<file path="src/hdl/ffha_pkg.sv">
// ----------------------------------------------------------------------------
// ffha_pkg
// Types, codes and sizes shared by the first-fit heap allocator modules.
// ----------------------------------------------------------------------------
package ffha_pkg;

   // heap geometry
   localparam int MAX_BLOCKS  = 4096;
   localparam int IDX_W       = 12;
   localparam int BLOCK_SHIFT = 6;
   localparam int LEN_W       = 13;
   localparam int ALU_W       = 14;
   localparam int CSR_IDX_W   = 8;

   // action codes
   localparam logic [1:0] ACT_ALLOC = 2'd0;
   localparam logic [1:0] ACT_FREE  = 2'd1;
   localparam logic [1:0] ACT_INIT  = 2'd2;

   // status codes
   localparam logic [2:0] ST_OK       = 3'd0;
   localparam logic [2:0] ST_NULL     = 3'd1;
   localparam logic [2:0] ST_RANGE    = 3'd2;
   localparam logic [2:0] ST_NOTALLOC = 3'd3;
   localparam logic [2:0] ST_NOFIT    = 3'd4;

   // register indexes
   localparam logic [CSR_IDX_W-1:0] CSR_HEAP_START = 8'd0;
   localparam logic [CSR_IDX_W-1:0] CSR_HEAP_END   = 8'd1;

   typedef struct packed {
      logic [1:0]  action;
      logic [12:0] alloc_blocks;
      logic [31:0] free_addr;
   } req_type;

   typedef struct packed {
      logic [2:0]  status;
      logic [31:0] payload_addr;
   } rsp_type;

   // one segment table entry
   typedef struct packed {
      logic             head;
      logic             free;
      logic [LEN_W-1:0] len;
   } seg_type;

   typedef struct packed {
      logic             en;
      logic [IDX_W-1:0] addr;
      seg_type          data;
   } tbl_wr_type;

   typedef struct packed {
      logic             sub;
      logic             cin;
      logic [ALU_W-1:0] a;
      logic [ALU_W-1:0] b;
   } alu_req_type;

endpackage

</file>
<file path="src/hdl/ffha_alu.sv">
// ----------------------------------------------------------------------------
// ffha_alu
// Shared index/length adder: a + b + cin, or a + ~b + cin when subtracting.
// ----------------------------------------------------------------------------
module ffha_alu
   import ffha_pkg::*;
(
   input  alu_req_type      op,
   output logic [ALU_W-1:0] sum
);

   // invert the second operand for subtraction
   assign sum = op.a + (op.sub ? ~op.b : op.b) + {{(ALU_W-1){1'b0}}, op.cin};

endmodule

</file>
<file path="config.mk">
export PLATFORM = sky130hd
export DESIGN_NAME = ffha_alu
export DESIGN_NICKNAME = d
export VERILOG_FILES = /design/src/hdl/ffha_pkg.sv /design/src/hdl/ffha_alu.sv
export SDC_FILE = /design/constraint.sdc
export NUM_CORES = 1
export LEC_CHECK = 0
export BUFFER_PORTS_ARGS = -buffer_cell sky130_fd_sc_hd__buf_2
export CAP_MARGIN = 20
export CORE_ASPECT_RATIO = 0.8
export CORE_UTILIZATION = 44
export DETAILED_ROUTE_END_ITERATION = 8
export GPL_ROUTABILITY_DRIVEN = 0
export PLACE_DENSITY_LB_ADDON = 0.05
export SLEW_MARGIN = 40
export SYNTH_ARGS = -nofsm -noshare
export SYNTH_HDL_FRONTEND = slang
export SYNTH_SLANG_ARGS = --single-unit
</file>
<file path="constraint.sdc">
create_clock -name vclk -period 2.12
set_input_delay 0.106 -clock vclk [all_inputs]
set_output_delay 0.106 -clock vclk [all_outputs]
set_load 0.01 [all_outputs]
</file>
==> metrics <==
Slowest cell on crit path=fa_2; post-synthesis sequential area ratio=0%; register area=0 um^2; Tot GR Track Use=between 20% and 30%; Setup Viol. Count Final=5; Worst path max stage delay=380 ps; Worst EP required=between 2000 and 2500 ps; worst-margin pin slew=~350 ps; crit start category=input port; Ports=44; leakage=just under 0.8 nW; total congestion overflow=0; CP Capture Type=output pin; # clk buffers=0; Ant. Diodes=0; period utilization=103%; final wirelength=2670 um; hold_buf cts=0; detailed-route vias per instance=5.18; Starting Density=49.1%; Critical Path Fanout Max=3; Setup TNS=-149 ps; failing checks=setup timing; crit-path cells=buf_12 -> xnor2_4 -> fa_2 -> fa_2 -> nor2b_4 -> o211a_1 -> o31ai_2 -> a311o_1 -> a41oi_2 -> buf_2; layout cell share with drive strength beyond 1=52.4%; hold path start=op[17]; Slew headroom=76.6%; worst path bufs/invs=2; kind of critical path=input port to output pin; Place WS=-156 ps; Area Growth Syn to Fin=74.2%; Die X=approximately 51 um; outcome=complete, but fails checks; Remaining DRCs=0; DIE HEIGHT=~41 um; Arr. time, crit path=2080 ps; Final Slew Violations=0; Final HPWL DP=approximately 2000 um; first-pass GRT wire length=3860 um; Pwr Density=463 nW/um^2; Ys Warns=0; Max VDD drop=between 0.0003 and 0.0004 V; # Max-Cap Violations=0; Core ar.=1690 um^2; area leader, netlist=ha_1; # port buffers=44; most frequent CP cell=fa_2; setup ws final=-63.2 ps; # rows=13; Layout Nets=about 230; Hold EP=sum[4]; fin crit period=between 2000 and 2500 ps; hold path cells=5; synthesized area per cell=around 7.6 um^2; Max Freq=458 MHz; Synth area leaders=ha_1, xor2_1, xnor2_1, a21oi_1, fa_1; Antenna Nets Post-Route=0; via count=about 1,100; Pre-antenna DRT Iters=4; Die Area=between 2000 and 2500 um^2; DR iter-0 viols=31; initial antenna violation count=0; Mapped Nets=154; area fraction of the dominant cell type after synthesis=around 18%; Post-Synthesis Cells=110; Worst Hold Class=input port to output pin; WL per Instance=~13 um; num sequential=0; critical path's top delay family=adder cells; Final Hold Vio Count=0; Distinct cells, synth=35; synthesized area=831 um^2; pin count of the biggest net entering global routing=9; number of global-route vias before repair=~890; RSZ-0062 raised after global routing=yes
where the power goes:
part | total [mW] | internal (mW) | leakage [nW] | switching, mW
combinational | 0.670 | 0.349 | 0.769 | 0.321
clock | 0 | 0 | 0 | 0
sequential | 0 | 0 | 0 | 0
total | 0.670 | 0.349 | 0.769 | 0.321
cell usage after synthesis (2+ instances only):
cell type,instances
nand2b_1,3
nand2_1,6
and3_1,4
a21oi_1,8
o21ai_0,2
buf_6,2
a21o_1,3
fa_1,2
nor2_1,7
o21a_1,5
xor2_1,16
ha_1,12
nor3_1,2
buf_2,2
nor2b_1,2
inv_1,7
a31oi_1,3
xnor2_1,7
how the worst max path moves through the flow:
stage	from	endpoint	cells after the start
final	op[29]	sum[12]	10
after detailed placement	op[29]	sum[12]	10
after global routing	op[29]	sum[12]	10
after global placement	op[29]	sum[12]	10
after floorplan	op[29]	sum[12]	10
after CTS	op[29]	sum[12]	10
layout make-up:
class,instances,area (um^2)
well taps,22,27.5
multi-input cells,99,862
fillers,92,244
inverters,7,26.3
repair buffers,79,532
cells by family (layout without fill, tap and decap cells):
group	after synthesis	after routing	share of synthesized area (%)
AO/OA/AOI/OAI	30	30	25.0
XOR/XNOR	23	23	24.2
adder cells (fa/ha/maj)	14	14	22.9
buffers and inverters	11	86	7.08
multiplexers	1	1	1.36
AND/OR/NAND/NOR	31	31	19.4
metal layers:
layer / vias up / track usage (%) / share of wire (%)
met5: - / 0 / 0
met4: 0 / 0 / 0
met3: 0 / 0.370 / 5.3
met2: 45 / 47.7 / 48
met1: 479 / 33.8 / 47
li1: 548 / - / -
through the flow:
step / instances / hold WS (ps) / instance area, um^2 / total power [mW] / utilization [%]
after floorplan: 110 / 482 / 875 / 0.359 / -
after global placement: 197 / 724 / 1270 / 0.565 / 75.3
after detailed placement: 197 / 722 / 1270 / 0.580 / 75.3
after CTS: 204 / 738 / 1390 / 0.631 / 82.3
after global routing: 207 / 762 / 1450 / 0.731 / 85.6
final: 207 / 736 / 1450 / 0.670 / 85.6
cells in the final DEF, fill, tap and decap left out, types with 2 or more instances in the layout:
cell	n
buf_2	42
buf_4	31
xor2_1	15
ha_1	12
inv_1	7
nor2_1	7
nand2_1	6
xnor2_1	6
a21oi_2	5
o21a_1	5
and3_1	4
a21o_1	3
a21oi_1	3
nand2b_1	3
buf_6	3
o21ai_2	2
a31oi_1	2
nor3_1	2
fa_2	2
buf_12	2
repair_timing:
action	in CTS	in global routing
buffers inserted	7	5
pin swaps	10	14
endpoints found under the setup margin	5	7
resized for setup	16	6
Power figures use the tool's default switching activity.
